## config.mk

```make
export PLATFORM = sky130hd
export DESIGN_NAME = indexed_double_ended_queue
export DESIGN_NICKNAME = d
export VERILOG_FILES = /design/src/sv/idq_pkg.sv /design/src/sv/idq_ram.sv /design/src/sv/indexed_double_ended_queue.sv
export VERILOG_INCLUDE_DIRS = /design/src /design/src/sv
export SDC_FILE = /design/constraint.sdc
export NUM_CORES = 1
export LEC_CHECK = 0
export BUFFER_PORTS_ARGS = -buffer_cell sky130_fd_sc_hd__buf_2
export CAP_MARGIN = 25
export CORE_UTILIZATION = 35
export CTS_BUF_LIST = sky130_fd_sc_hd__clkbuf_16
export DETAILED_ROUTE_END_ITERATION = 7
export GPL_TIMING_DRIVEN = 0
export REMOVE_ABC_BUFFERS = 1
export SYNTH_ARGS = -nofsm -noshare
export SYNTH_HDL_FRONTEND = slang
export SYNTH_HIERARCHICAL = 1
export SYNTH_SLANG_ARGS = --single-unit
```

## constraint.sdc

```tcl
create_clock -name clk -period 6.45 [get_ports clk]
set_clock_uncertainty 0.05 [all_clocks]
set_input_delay 1.6125 -clock clk [delete_from_list [all_inputs] [get_ports clk]]
set_output_delay 1.6125 -clock clk [all_outputs]
set_load 0.02 [all_outputs]
```

## src/sv/indexed_double_ended_queue_macros.svh

```systemverilog
// Assertion macros for the indexed double-ended queue.
// IDQ_ASSERT_NOW: consequent checked in the same cycle as the antecedent.
// IDQ_ASSERT_NEXT: consequent checked in the cycle after the antecedent.
`ifndef INDEXED_DOUBLE_ENDED_QUEUE_MACROS_SVH
`define INDEXED_DOUBLE_ENDED_QUEUE_MACROS_SVH

`ifndef SYNTHESIS
`define IDQ_ASSERT_NOW(label, clk, rst_n, ante, cons) \
	label: assert property (@(posedge clk) disable iff (!rst_n) (ante) |-> (cons)) \
		else $error("assertion failed");
`define IDQ_ASSERT_NEXT(label, clk, rst_n, ante, cons) \
	label: assert property (@(posedge clk) disable iff (!rst_n) (ante) |=> (cons)) \
		else $error("assertion failed");
`else
`define IDQ_ASSERT_NOW(label, clk, rst_n, ante, cons)
`define IDQ_ASSERT_NEXT(label, clk, rst_n, ante, cons)
`endif

`endif

```

## src/sv/idq_pkg.sv

```systemverilog
`timescale 1ns / 1ps

package idq_pkg;

	localparam int DEPTH = 16;
	localparam int AW    = $clog2(DEPTH);
	localparam int CW    = $clog2(DEPTH + 1);
	localparam int DW    = 32;

	typedef enum logic [2:0] {
		MODE_PUSH_BACK   = 3'd0,
		MODE_PUSH_FRONT  = 3'd1,
		MODE_POP_BACK    = 3'd2,
		MODE_POP_FRONT   = 3'd3,
		MODE_READ_INDEX  = 3'd4,
		MODE_WRITE_INDEX = 3'd5
	} mode_t;

	typedef enum logic [1:0] {
		STATUS_OK    = 2'd0,
		STATUS_EMPTY = 2'd1,
		STATUS_RANGE = 2'd2,
		STATUS_FULL  = 2'd3
	} status_t;

	typedef struct packed {
		logic        [2:0]  mode;
		logic signed [15:0] index;
		logic signed [31:0] value;
	} cmd_t;

	typedef struct packed {
		logic signed [31:0] data;
		logic        [1:0]  status;
		logic        [4:0]  occupancy;
	} rsp_t;

endpackage

```

## src/sv/idq_ram.sv

```systemverilog
`timescale 1ns / 1ps

module idq_ram #(
	parameter int WIDTH = 32,
	parameter int DEPTH = 16
) (
	input  logic                     clk,
	input  logic                     we,
	input  logic [$clog2(DEPTH)-1:0] waddr,
	input  logic [WIDTH-1:0]         wdata,
	input  logic                     re,
	input  logic [$clog2(DEPTH)-1:0] raddr,
	output logic [WIDTH-1:0]         rdata
);

	logic [WIDTH-1:0] mem_q [DEPTH];

	always_ff @(posedge clk) begin
		if (we) begin
			mem_q[waddr] <= wdata;
		end
		if (re) begin
			rdata <= mem_q[raddr];
		end
	end

endmodule

```

## src/sv/indexed_double_ended_queue.sv

```systemverilog
// Indexed double-ended queue: a ring of idq_pkg::DEPTH signed 32-bit words with
// push and pop at either end plus read and write by index from the front. A command
// word is taken on any cycle with start high (busy stays low, so a command may be
// issued every cycle); its result word appears on result for exactly one cycle with
// done high, the cycle after acceptance, and must be captured then as it cannot be
// held off. The result word comes from the registered read of the entry RAM; front
// pointer and count update at acceptance, so back-to-back commands see each other.
// Failed commands (empty, index out of range, full) leave the state alone and return 0.
`timescale 1ns / 1ps
`include "indexed_double_ended_queue_macros.svh"

module indexed_double_ended_queue (
	input  logic          clk,
	input  logic          arst_n,
	input  logic          start,
	output logic          busy,
	input  idq_pkg::cmd_t cmd,
	output logic          done,
	output idq_pkg::rsp_t result
);

	localparam int AW = idq_pkg::AW;
	localparam int CW = idq_pkg::CW;
	localparam int DW = idq_pkg::DW;

	logic          accept;
	logic [AW-1:0] front_q, front_d;
	logic [CW-1:0] count_q, count_d;
	logic          full, empty, idx_ok;
	logic [AW-1:0] back_slot, last_slot, idx_slot, front_dec;
	logic          we, re;
	logic [AW-1:0] waddr, raddr;
	logic [DW-1:0] rdata;
	idq_pkg::status_t status_d;

	logic             valid_s1;
	logic             rd_s1;
	idq_pkg::status_t status_s1;

	// every access is a single registered RAM access and write-then-read sees new data
	assign busy   = 1'b0;
	assign accept = start && !busy;

	assign full      = (count_q == CW'(idq_pkg::DEPTH));
	assign empty     = (count_q == '0);
	assign idx_ok    = !cmd.index[15] && (16'(cmd.index) < 16'(count_q));
	assign back_slot = front_q + count_q[AW-1:0];
	assign last_slot = back_slot - AW'(1);
	assign idx_slot  = front_q + cmd.index[AW-1:0];
	assign front_dec = front_q - AW'(1);

	always_comb begin
		we       = 1'b0;
		re       = 1'b0;
		waddr    = back_slot;
		raddr    = front_q;
		front_d  = front_q;
		count_d  = count_q;
		status_d = idq_pkg::STATUS_OK;
		case (cmd.mode)
			idq_pkg::MODE_PUSH_BACK: begin
				if (full) begin
					status_d = idq_pkg::STATUS_FULL;
				end else begin
					we      = 1'b1;
					waddr   = back_slot;
					count_d = count_q + CW'(1);
				end
			end
			idq_pkg::MODE_PUSH_FRONT: begin
				if (full) begin
					status_d = idq_pkg::STATUS_FULL;
				end else begin
					we      = 1'b1;
					waddr   = front_dec;
					front_d = front_dec;
					count_d = count_q + CW'(1);
				end
			end
			idq_pkg::MODE_POP_BACK: begin
				if (empty) begin
					status_d = idq_pkg::STATUS_EMPTY;
				end else begin
					re      = 1'b1;
					raddr   = last_slot;
					count_d = count_q - CW'(1);
				end
			end
			idq_pkg::MODE_POP_FRONT: begin
				if (empty) begin
					status_d = idq_pkg::STATUS_EMPTY;
				end else begin
					re      = 1'b1;
					raddr   = front_q;
					front_d = front_q + AW'(1);
					count_d = count_q - CW'(1);
				end
			end
			idq_pkg::MODE_READ_INDEX: begin
				if (!idx_ok) begin
					status_d = idq_pkg::STATUS_RANGE;
				end else begin
					re    = 1'b1;
					raddr = idx_slot;
				end
			end
			idq_pkg::MODE_WRITE_INDEX: begin
				if (!idx_ok) begin
					status_d = idq_pkg::STATUS_RANGE;
				end else begin
					we    = 1'b1;
					waddr = idx_slot;
				end
			end
			default: begin
			end
		endcase
		if (!accept) begin
			we = 1'b0;
			re = 1'b0;
		end
	end

	idq_ram #(
		.WIDTH(DW),
		.DEPTH(idq_pkg::DEPTH)
	) u_ram (
		.clk  (clk),
		.we   (we),
		.waddr(waddr),
		.wdata(cmd.value),
		.re   (re),
		.raddr(raddr),
		.rdata(rdata)
	);

	always_ff @(posedge clk or negedge arst_n) begin
		if (!arst_n) begin
			front_q   <= '0;
			count_q   <= '0;
			valid_s1  <= 1'b0;
			rd_s1     <= 1'b0;
			status_s1 <= idq_pkg::STATUS_OK;
		end else begin
			valid_s1 <= accept;
			rd_s1    <= re;
			if (accept) begin
				front_q   <= front_d;
				count_q   <= count_d;
				status_s1 <= status_d;
			end
		end
	end

	// count_q already holds the post-operation value while the result is shown
	assign done             = valid_s1;
	assign result.data      = rd_s1 ? rdata : '0;
	assign result.status    = status_s1;
	assign result.occupancy = 5'(count_q);

	`IDQ_ASSERT_NOW(a_count_bound, clk, arst_n, 1'b1, count_q <= CW'(idq_pkg::DEPTH))
	`IDQ_ASSERT_NEXT(a_done_follows, clk, arst_n, accept, done)
	`IDQ_ASSERT_NOW(a_full_status, clk, arst_n, done && result.status == idq_pkg::STATUS_FULL, count_q == CW'(idq_pkg::DEPTH))
	`IDQ_ASSERT_NEXT(a_pop_dec, clk, arst_n, accept && !empty && (cmd.mode == idq_pkg::MODE_POP_BACK || cmd.mode == idq_pkg::MODE_POP_FRONT), count_q == $past(count_q) - CW'(1))

endmodule
```

==> results of run 1 <==
stage by stage:
step           utilization  instances  TNS, ns  area (µm²)
5_1_grt              0.416       2050        0       25600
4_1_cts              0.416       2050        0       25600
3_3_place_gp         0.374       1910  -815.93       23000
2_1_floorplan            -        980   -84.89       21500
6_report             0.416       2051        0       25600
3_5_place_dp         0.389       1951        0       23900
worst min-delay path, delay by kind of cell, from the launching register on:
kind                   cells  cell delay [ns]
AOI/OAI and AO/OA          1             0.06
DFF                        1             0.37
buffers and inverters      1             0.05
how the worst min path moves through the flow:
stage                              from                       end  slack [ns]  cells after the start
3_5_place_dp   status_s1[0]$_DFFE_PN0P_  status_s1[0]$_DFFE_PN0P_        0.47                      2
4_1_cts        status_s1[0]$_DFFE_PN0P_  status_s1[0]$_DFFE_PN0P_        0.48                      2
5_1_grt        status_s1[1]$_DFFE_PN0P_  status_s1[1]$_DFFE_PN0P_        0.51                      2
6_report       status_s1[0]$_DFFE_PN0P_  status_s1[0]$_DFFE_PN0P_        0.48                      2
2_1_floorplan    front_q[3]$_DFFE_PN0P_    front_q[3]$_DFFE_PN0P_        0.50                      1
3_3_place_gp   status_s1[0]$_DFFE_PN0P_  status_s1[0]$_DFFE_PN0P_        0.47                      2
cells in the mapped netlist (all sizes together) (13+ instances only):
| cell | n |
|---|---|
| nand2 | 45 |
| ha | 16 |
| mux4 | 128 |
| inv | 13 |
| clkbuf | 22 |
| a22oi | 64 |
| and2 | 34 |
| nor2 | 23 |
| buf | 29 |
| dfrtp | 13 |
| xnor2 | 13 |
| edfxtp | 544 |
area by class of cell:
cell class              instances  area (µm²)  area share
flip-flops and latches        557       16700       0.650
inverters                      13        48.8     0.00191
clock buffers                  55        1380      0.0537
diodes                          1        2.50   0.0000977
well taps                     837        1050      0.0409
clock inverters                44         297      0.0116
repair buffers                134        1210      0.0474
multi-input cells             410        4970       0.194
sequential cells by signal (all words and copies together) (netlist names):
signal / cells
count_q: 5
done: 1
front_q: 4
rd_s1: 1
status_s1: 2
u_ram/mem_q: 512
u_ram/rdata: 32
metal layers:
| metal | wire (µm) | share of wire | vias up | global-route usage |
|---|---|---|---|---|
| li1 | - | - | 4555 | - |
| met1 | 19500 | 0.42 | 5520 | 0.192 |
| met2 | 23800 | 0.52 | 192 | 0.258 |
| met3 | 1900 | 0.041 | 68 | 0.0276 |
| met4 | 923 | 0.020 | 2 | 0.0436 |
| met5 | 13 | 0.00028 | - | 0 |
cell families (layout without fill, tap and decap cells):
family	Yosys count	in the layout
xor gates and xnor gates	21	21
adders and majority gates	19	19
AOI/OAI and AO/OA	102	102
muxes	133	133
DFF	557	557
and+or+nand+nor	134	134
other	1	2
buffers and inverters	64	246
power groups by stage:
| stage | registers [mW] | logic, mW | clock network, mW |
|---|---|---|---|
| floorplan | 4.49 | 2.52 | 0 |
| global placement | 4.52 | 3.41 | 0 |
| detailed placement | 4.51 | 3.41 | 0 |
| CTS | 4.43 | 3.42 | 3.07 |
| global route | 4.45 | 3.65 | 3.19 |
| finish | 4.43 | 3.36 | 3.00 |
==> summary.txt, run 1 <==
Synth
  • Mapped Cells: 1,031
  • Dominant cells by area after synthesis: edfxtp_1 (75%), mux4_2 (13%), a22oi_1 (2.2%)
  • Post-synthesis xor/xnor area fraction: 0.00845
  • Synth top area share: 0.750
  • Post-Synth Simple-Gate Area: 0.0306
  • Post-synthesis mux area share: 0.135
  • Compound-Gate Fraction of Synth Area: 0.0350
  • Largest family of logic cells by synthesized area: multiplexers
  • Yosys cell types: 46
  • Post-Synth Adder-Cell Area: 0.0120
  • Synth Flop Type: edfxtp_1
  • Mapped Area: 21,800 µm²
  • Synth async-reset ratio: 0.0233
  • Yosys top cell by area: edfxtp_1
  • Syn avg cell area: 21.1 µm²
  • Seq/Total Area, Yosys: 0.765
  • #FFs+latches synth: 557
  • Synth Warn #: 6
  • Number of flops mapped to enable cells by yosys: 544

Drt
  • 1st-iter DRT viols: 669
  • Routed vias/inst: 5.04
  • DRC viols: 2
  • Detail Route Antenna Nets: 0
  • Via count: 10,300
  • Drt first pass iters: 7
  • Drt wl/cell: 22.5 µm
  • DRT Wirelength: 46.1 mm

Floorplan
  • Die Span Y: 251 µm
  • Die area: 63,200 µm²
  • Core ar.: 61,600 µm²
  • Row count: 91
  • Ports: 95
  • Die X: 251 µm
  • Initial Util: 0.353

Clock network
  • Htree depth: 2
  • Skew-Pair Late Insertion Delay: 0.60 ns
  • Post-cts resize count: 0
  • Inserted Clock Buffers: 54
  • CTS tree: built
  • Post-CTS setup buffers: 0
  • CTS clock-pin slew for the worst setup and hold paths: 0.06 ns
  • Root Buffer Master: clkbuf_16
  • CTS Buffer Depth: 3
  • # hold bufs at CTS: 0
  • Clock sinks: 557

GRT
  • First-pass GRT wire length: 70.1 mm
  • GRT overflow: 0
  • Largest net degree at the start of global routing: 57
  • Vias in the first global route: 11,100
  • Initial antenna violation count: 2
  • Total global-route track usage: 0.150

Critical path
  • WP data required: 6.74 ns
  • Crit path max-delay family: simple AND/OR/NAND/NOR gates
  • Worst path bufs/invs: 3
  • Crit Path Category: input port to flip-flop
  • Critical Path Source: cmd[49]
  • R2R depth: 10
  • Startpoint types: input port
  • Setup crit end: u_ram/rdata[24]$_DFFE_PP_
  • Slowest cell delay on critical path: 0.76 ns
  • CP max FO: 34
  • WP depth: 11
  • Data arrival, critical path: 5.48 ns
  • CP Cell Sequence: buf_2, nor2b_1, o21ai_1, or2_2, nor2_1, a221o_4, buf_16, buf_16, mux4_2, a22oi_1, nand2_1
  • Setup crit end kind: flip-flop
  • R2R setup slack: 2.06 ns
  • Most used cell, CP: buf_16
  • Slowest stage cell, crit path: nor2b_1
  • Reg2reg end: u_ram/rdata[24]$_DFFE_PP_
  • Reg2reg start: count_q[1]$_DFFE_PN0P_

Timing
  • Slew Limit Fails: 0
  • Final setup vio count: 0
  • Unrepaired setup endpoints after global routing: false
  • Max-slew headroom: 0.364
  • Worst-Margin Slew: 0.949 ns
  • Final cycle utilization of the critical path: 0.805
  • WHS: 0.475 ns
  • Fmax: 0.193 GHz
  • Min setup slack post-route: 1.26 ns
  • Hold Fails Final Rpt: 0
  • Period minus WS final: 5.19 ns

Placement
  • I/O Buffers: 93
  • GPL Wtd Cong: 0.733
  • Post-DP HPWL: 29.5 mm
  • Dpl ws: 0.505 ns

Pwr
  • Power Density: 421 nW/µm²
  • Switching share of power: 0.302
  • Logic pwr share: 0.312
  • Leakage: 8.37 nW
  • Flop pwr share: 0.411
  • Power consumption: 10.8 mW
  • Clock power share: 0.278
  • Cell internal pwr: 7.52 mW
  • Net Sw Power: 3.26 mW
  • VDD IR max: 0.000320 V

Run
  • Max_cap viols: 0

Final layout
  • Commonest non-fill, non-tap cell in the layout: edfxtp_1
  • FILL cells: 5,343
  • P&R area growth vs syn: 17.7%
  • Commonest non-fill, non-tap cells in the layout: edfxtp_1 (544), mux4_2 (128), buf_2 (93)
  • Final net count: 1,243
  • Share of layout cells above drive strength 1: 0.303

Status
  • Failing checks: design-rule violations
  • Outcome: finished with violations

Hold path
  • Worst hold path class: flip-flop to flip-flop
Power figures use the tool's default switching activity.
==> inputs of run 2 (changes only) <==
Clock period 6.45 ns to 4.17 ns, I/O delays scaled along.
==> run 2 against run 1 <==
- the run still ends with design-rule violations left
- register-to-register slack worse by 1.9 ns
- routed wire length is 2.2% higher
- flip-flop and latch count stayed put
- utilization is 0.43 points higher
- sequential share of layout area is 0.67 points lower
- count of clock-buffer cells in the layout stayed put
- via count is 1.3% higher
- first-iteration DRC count is 3.4% higher
- combinational power is 59% higher
- hold slack worse by 0.20 ns
- largest power group unchanged
==> summary.txt, run 2 (synthesized netlist as in run 1, its figures left out) <==
Drt
  • DRT Wirelength: 47.1 mm
  • Drt first pass iters: 6
  • Detail Route Antenna Nets: 0
  • Routed vias/inst: 5.07
  • 1st-iter DRT viols: 692
  • Via count: 10,500
  • Drt wl/cell: 22.8 µm
  • DRC viols: 2

Floorplan
  • Initial Util: 0.353
  • Row count: 91
  • Die X: 251 µm
  • Core ar.: 61,600 µm²
  • Ports: 95
  • Die area: 63,200 µm²
  • Die Span Y: 251 µm

Timing
  • Period minus WS final: 4.03 ns
  • Worst-Margin Slew: 0.746 ns
  • Slew Limit Fails: 0
  • Max-slew headroom: 0.502
  • Fin Setup TNS: 0 ns
  • Unrepaired setup endpoints after global routing: true
  • Fmax: 0.248 GHz
  • Final setup vio count: 0
  • Hold Fails Final Rpt: 0
  • WHS: 0.276 ns
  • Final cycle utilization of the critical path: 0.967

Clock network
  • CTS clock-pin slew for the worst setup and hold paths: 0.06 ns
  • Inserted Clock Buffers: 54
  • Skew-Pair Late Insertion Delay: 0.61 ns
  • Clock sinks: 557
  • CTS Buffer Depth: 3
  • # hold bufs at CTS: 0
  • Htree depth: 2
  • CTS tree: built
  • Root Buffer Master: clkbuf_16

Placement
  • GPL Wtd Cong: 0.733
  • Post-DP HPWL: 29.5 mm
  • Area after DPL: 23,900 µm²
  • I/O Buffers: 93

Critical path
  • R2R setup slack: 0.14 ns
  • Startpoint types: flip-flop
  • CP max FO: 8
  • Reg2reg end: u_ram/mem_q[8][16]$_DFFE_PP_
  • WP data required: 4.42 ns
  • Reg2reg start: count_q[1]$_DFFE_PN0P_
  • Crit path max-delay family: compound AO/OA/AOI/OAI gates
  • Data arrival, critical path: 4.28 ns
  • R2R depth: 10
  • Setup crit end kind: flip-flop
  • Slowest cell delay on critical path: 0.49 ns
  • Worst path bufs/invs: 3
  • Crit Path Category: flip-flop to flip-flop
  • Slowest stage cell, crit path: nor3_4
  • CP Cell Sequence: inv_1, ha_1, a2111o_1, a31o_1, mux2_4, o21ai_1, nand3b_1, nor3_4, buf_6, buf_4

GRT
  • Vias in the first global route: 11,100
  • Largest net degree at the start of global routing: 57
  • Initial antenna violation count: 2
  • Total global-route track usage: 0.152
  • GRT overflow: 0
  • First-pass GRT wire length: 70.8 mm

Pwr
  • VDD IR max: 0.000504 V
  • Power consumption: 16.8 mW
  • Leakage: 8.49 nW
  • Power Density: 650 nW/µm²

Final layout
  • Commonest non-fill, non-tap cell in the layout: edfxtp_1
  • Final net count: 1,258
  • P&R area growth vs syn: 18.9%
  • Top flop regs: u_ram/mem_q x512, u_ram/rdata x32, count_q x5
  • Top reg by flops: u_ram/mem_q
  • Share of layout cells above drive strength 1: 0.314
  • Final core utilization: 0.420
  • Commonest non-fill, non-tap cells in the layout: edfxtp_1 (544), mux4_2 (128), buf_2 (93)
  • Max reg flops: 512
  • Design Area, Final: 25,900 µm²

Run
  • Max_cap viols: 0

Status
  • Outcome: finished with violations
  • Failing checks: design-rule violations

Hold path
  • Worst hold path class: input port to async pin
==> run 2: cell types whose count changed in the layout (fill, tap and decap cells not counted), moves of 4 or more <==
cell    delta
nor3_2     -4
buf_12     +8
buf_4      +5
nor3_4     +4
==> run 2: where the power goes <==
part           leakage [nW]  total [mW]  internal (mW)  switching, mW
Sequential             5.06        6.86           6.67          0.185
Combinational          2.55        5.33           2.43           2.90
Clock                 0.875        4.64           2.58           2.06
==> run 2: worst max-delay path by stage <==
stage	to	startpoint	slack, ns	cells after the start
finish	u_ram/mem_q[8][16]$_DFFE_PP_	count_q[1]$_DFFE_PN0P_	0.14	10
floorplan	u_ram/rdata[0]$_DFFE_PP_	cmd[33]	-4.36	7
detailed placement	u_ram/rdata[24]$_DFFE_PP_	cmd[49]	-1.21	11
global placement	u_ram/rdata[24]$_DFFE_PP_	cmd[49]	-7.55	9
CTS	u_ram/rdata[12]$_DFFE_PP_	cmd[49]	0.01	11
global route	u_ram/mem_q[6][2]$_DFFE_PP_	count_q[1]$_DFFE_PN0P_	-0.04	10
==> run 2: stage by stage <==
stage          setup slack (ns)  std cells
2_1_floorplan             -4.36        980
4_1_cts                  0.0110       2054
5_1_grt                 -0.0422       2065
3_3_place_gp              -7.55       1910
3_5_place_dp              -1.21       1951
6_report                  0.140       2066
==> run 2: what timing repair did <==
item                       CTS  global route
setup endpoints to repair  182           214
pin swaps                    3             8
setup buffers                3            11
cloned                       1             0
resized for setup            4             7
==> run 2: per-layer routing <==
layer  GRT usage  vias to the layer above  share of wire
li1            -                     4585              -
met2       0.257                      225           0.51
met4      0.0467                        2          0.023
met3      0.0308                       77          0.048
met5           0                        -        0.00028
met1       0.197                     5579           0.42
==> run 2: worst reg2reg max path: stages (launching register included) <==
cell,delay (ns)
dfrtp_1,0.48
inv_1,0.15
ha_1,0.29
a2111o_1,0.43
a31o_1,0.39
mux2_4,0.35
o21ai_1,0.25
nand3b_1,0.39
nor3_4,0.49
buf_6,0.22
buf_4,0.22
==> run 2: area by class of cell <==
class	instances	area [µm²]
Antenna cell	1	2.50
Clock buffer	55	1380
Clock inverter	44	297
Fill cell	5309	35700
Inverter	13	48.8
Multi-Input combinational cell	411	5030
Sequential cell	557	16700
Tap cell	837	1050
Timing Repair Buffer	148	1420
==> inputs of run 3 (changes only) <==
Settings changed: CTS_BUF_LIST sky130_fd_sc_hd__clkbuf_16 to sky130_fd_sc_hd__clkbuf_8.
==> run 3 against run 2 <==
- the flow still finishes with violations (design-rule violations)
- utilization fell by 0.11 points
- first-iteration DRC count rose by 7.1%
- sequential share of layout area rose by 0.17 points
- non-clock buffer count rose by 6
- critical path depth did not move
- worst setup slack got worse by 0.044 ns
- via count rose by 2.1%
- routed wire length rose by 1.4%
- final cell count rose by 2.9%
- combinational power barely moved
- critical endpoint is now u_ram/mem_q[12][2]$_DFFE_PP_
- largest cell class unchanged
- largest power group unchanged
- highest routed layer unchanged
==> summary.txt, run 3 (synthesized netlist as in run 1, its figures left out) <==
Status
  • Outcome: finished with violations
  • Failing checks: design-rule violations

Final layout
  • Commonest non-fill, non-tap cell in the layout: edfxtp_1
  • P&R area growth vs syn: 18.6%
  • Final core utilization: 0.419
  • Share of layout cells above drive strength 1: 0.329
  • Max reg flops: 512
  • Final net count: 1,295
  • FILL cells: 5,372
  • Sequential cell area: 16,700 µm²
  • Top flop regs: u_ram/mem_q x512, u_ram/rdata x32, count_q x5
  • Design Area, Final: 25,800 µm²
  • Footprint of the multi-input gates: 5020 µm²
  • Top reg by flops: u_ram/mem_q
  • Commonest non-fill, non-tap cells in the layout: edfxtp_1 (544), mux4_2 (128), buf_2 (93)

Critical path
  • Slowest stage cell, crit path: dfrtp_1
  • CP max FO: 9
  • Critical Path Source: count_q[1]$_DFFE_PN0P_
  • Reg2reg end: u_ram/mem_q[12][2]$_DFFE_PP_
  • Startpoint types: flip-flop
  • R2R depth: 10
  • Slowest cell delay on critical path: 0.49 ns
  • WP depth: 10
  • Reg2reg start: count_q[1]$_DFFE_PN0P_
  • Setup crit end: u_ram/mem_q[12][2]$_DFFE_PP_
  • Crit path max-delay family: compound AO/OA/AOI/OAI gates
  • Data arrival, critical path: 4.36 ns
  • CP Cell Sequence: inv_1, ha_1, a2111o_1, a31o_1, mux2_4, o21ai_1, nand3_1, nor3_4, buf_6, buf_4
  • Setup crit end kind: flip-flop
  • R2R setup slack: 0.1 ns
  • Crit Path Category: flip-flop to flip-flop
  • Worst path bufs/invs: 3
  • WP data required: 4.45 ns

GRT
  • GRT overflow: 0
  • Initial antenna violation count: 3
  • First-pass GRT wire length: 71.4 mm
  • Total global-route track usage: 0.153
  • Largest net degree at the start of global routing: 57
  • Vias in the first global route: 11,400

Run
  • Max_cap viols: 0

Placement
  • I/O Buffers: 93
  • Area after DPL: 23,900 µm²
  • Post-DP HPWL: 29.5 mm
  • GPL Wtd Cong: 0.733

Clock network
  • Inserted Clock Buffers: 85
  • CTS Buffer Depth: 3
  • CTS clock-pin slew for the worst setup and hold paths: 0.07 ns
  • Htree depth: 3
  • Skew-Pair Late Insertion Delay: 0.66 ns
  • CTS tree: built
  • Root Buffer Master: clkbuf_8
  • Clock sinks: 557

Timing
  • Slew Limit Fails: 0
  • Period minus WS final: 4.07 ns
  • Final cycle utilization of the critical path: 0.977
  • Final setup vio count: 0
  • Max-slew headroom: 0.518
  • Worst-Margin Slew: 0.723 ns
  • Fin Setup TNS: 0 ns
  • Fmax: 0.245 GHz
  • Hold Fails Final Rpt: 0
  • WHS: 0.225 ns

Drt
  • Detail Route Antenna Nets: 0
  • Via count: 10,700
  • Routed vias/inst: 5.03
  • Met2 wire length: 24.4 mm
  • DRT met1 WL: 20.1 mm
  • DRT Wirelength: 47.8 mm
  • 1st-iter DRT viols: 741
  • DRC viols: 1
  • Top layer in use: met5
  • Drt first pass iters: 8
  • Drt wl/cell: 22.5 µm
  • Met3 Wirelength: 2.21 mm

Pwr
  • VDD IR max: 0.000507 V
  • Power Density: 636 nW/µm²
  • Leakage: 8.52 nW

Floorplan
  • Core ar.: 61,600 µm²
  • Die area: 63,200 µm²
  • Die Span Y: 251 µm
  • Row count: 91
  • Die X: 251 µm
  • Ports: 95
  • Initial Util: 0.353

Hold path
  • Worst hold path class: input port to async pin
## run 3: changes by cell type in the layout (fill, tap and decap cells not counted), moves of 2 or more
cell	change
buf_4	+7
clkbuf_16	-55
clkbuf_8	+86
clkinv_1	+12
clkinv_4	-2
clkinvlp_4	+2
inv_1	+9
## run 3: power breakdown
part           switching, mW  leakage (nW)  internal, mW
registers              0.190          5.06          6.67
clock network           2.08         0.878          2.12
logic                   2.92          2.59          2.43
## run 3: how the worst min path moves through the flow
stage,to,startpoint,cells past startpoint
after floorplan,front_q[3]$_DFFE_PN0P_,front_q[3]$_DFFE_PN0P_,1
after global placement,status_s1[0]$_DFFE_PN0P_,status_s1[0]$_DFFE_PN0P_,2
after detailed placement,status_s1[0]$_DFFE_PN0P_,status_s1[0]$_DFFE_PN0P_,2
after CTS,count_q[0]$_DFFE_PN0P_,arst_n,1
after global routing,count_q[0]$_DFFE_PN0P_,arst_n,1
final,count_q[1]$_DFFE_PN0P_,arst_n,1
## run 3: final cells by class
class	count	share of cell area
flip-flops and latches	557	0.646
multi-input cells	411	0.195
diodes	1	0.0000969
clock buffers	86	0.0459
repair buffers	154	0.0567
inverters	13	0.00189
clock inverters	66	0.0147
well taps	837	0.0406
## run 3: metrics by stage
step / std cells / worst slack, ns / total power [mW]
6_report: 2125 / 0.0955 / 16.4
5_1_grt: 2125 / -0.0437 / 17.2
4_1_cts: 2107 / 0.0255 / 16.5
3_5_place_dp: 1951 / -1.21 / 12.3
3_3_place_gp: 1910 / -7.55 / 11.3
2_1_floorplan: 980 / -4.36 / 10.6
## run 3: repair_timing
item	4_1_cts	5_1_grt
setup buffers	3	17
setup endpoints to repair	181	241
pin swaps	3	10
resized for setup	4	5
gates cloned	1	0
hold buffers	0	0
## run 3: metal layers
metal	up-vias	GRT usage
met5	-	0
met4	2	0.0563
met3	67	0.0275
met2	269	0.259
met1	5676	0.198
li1	4671	-
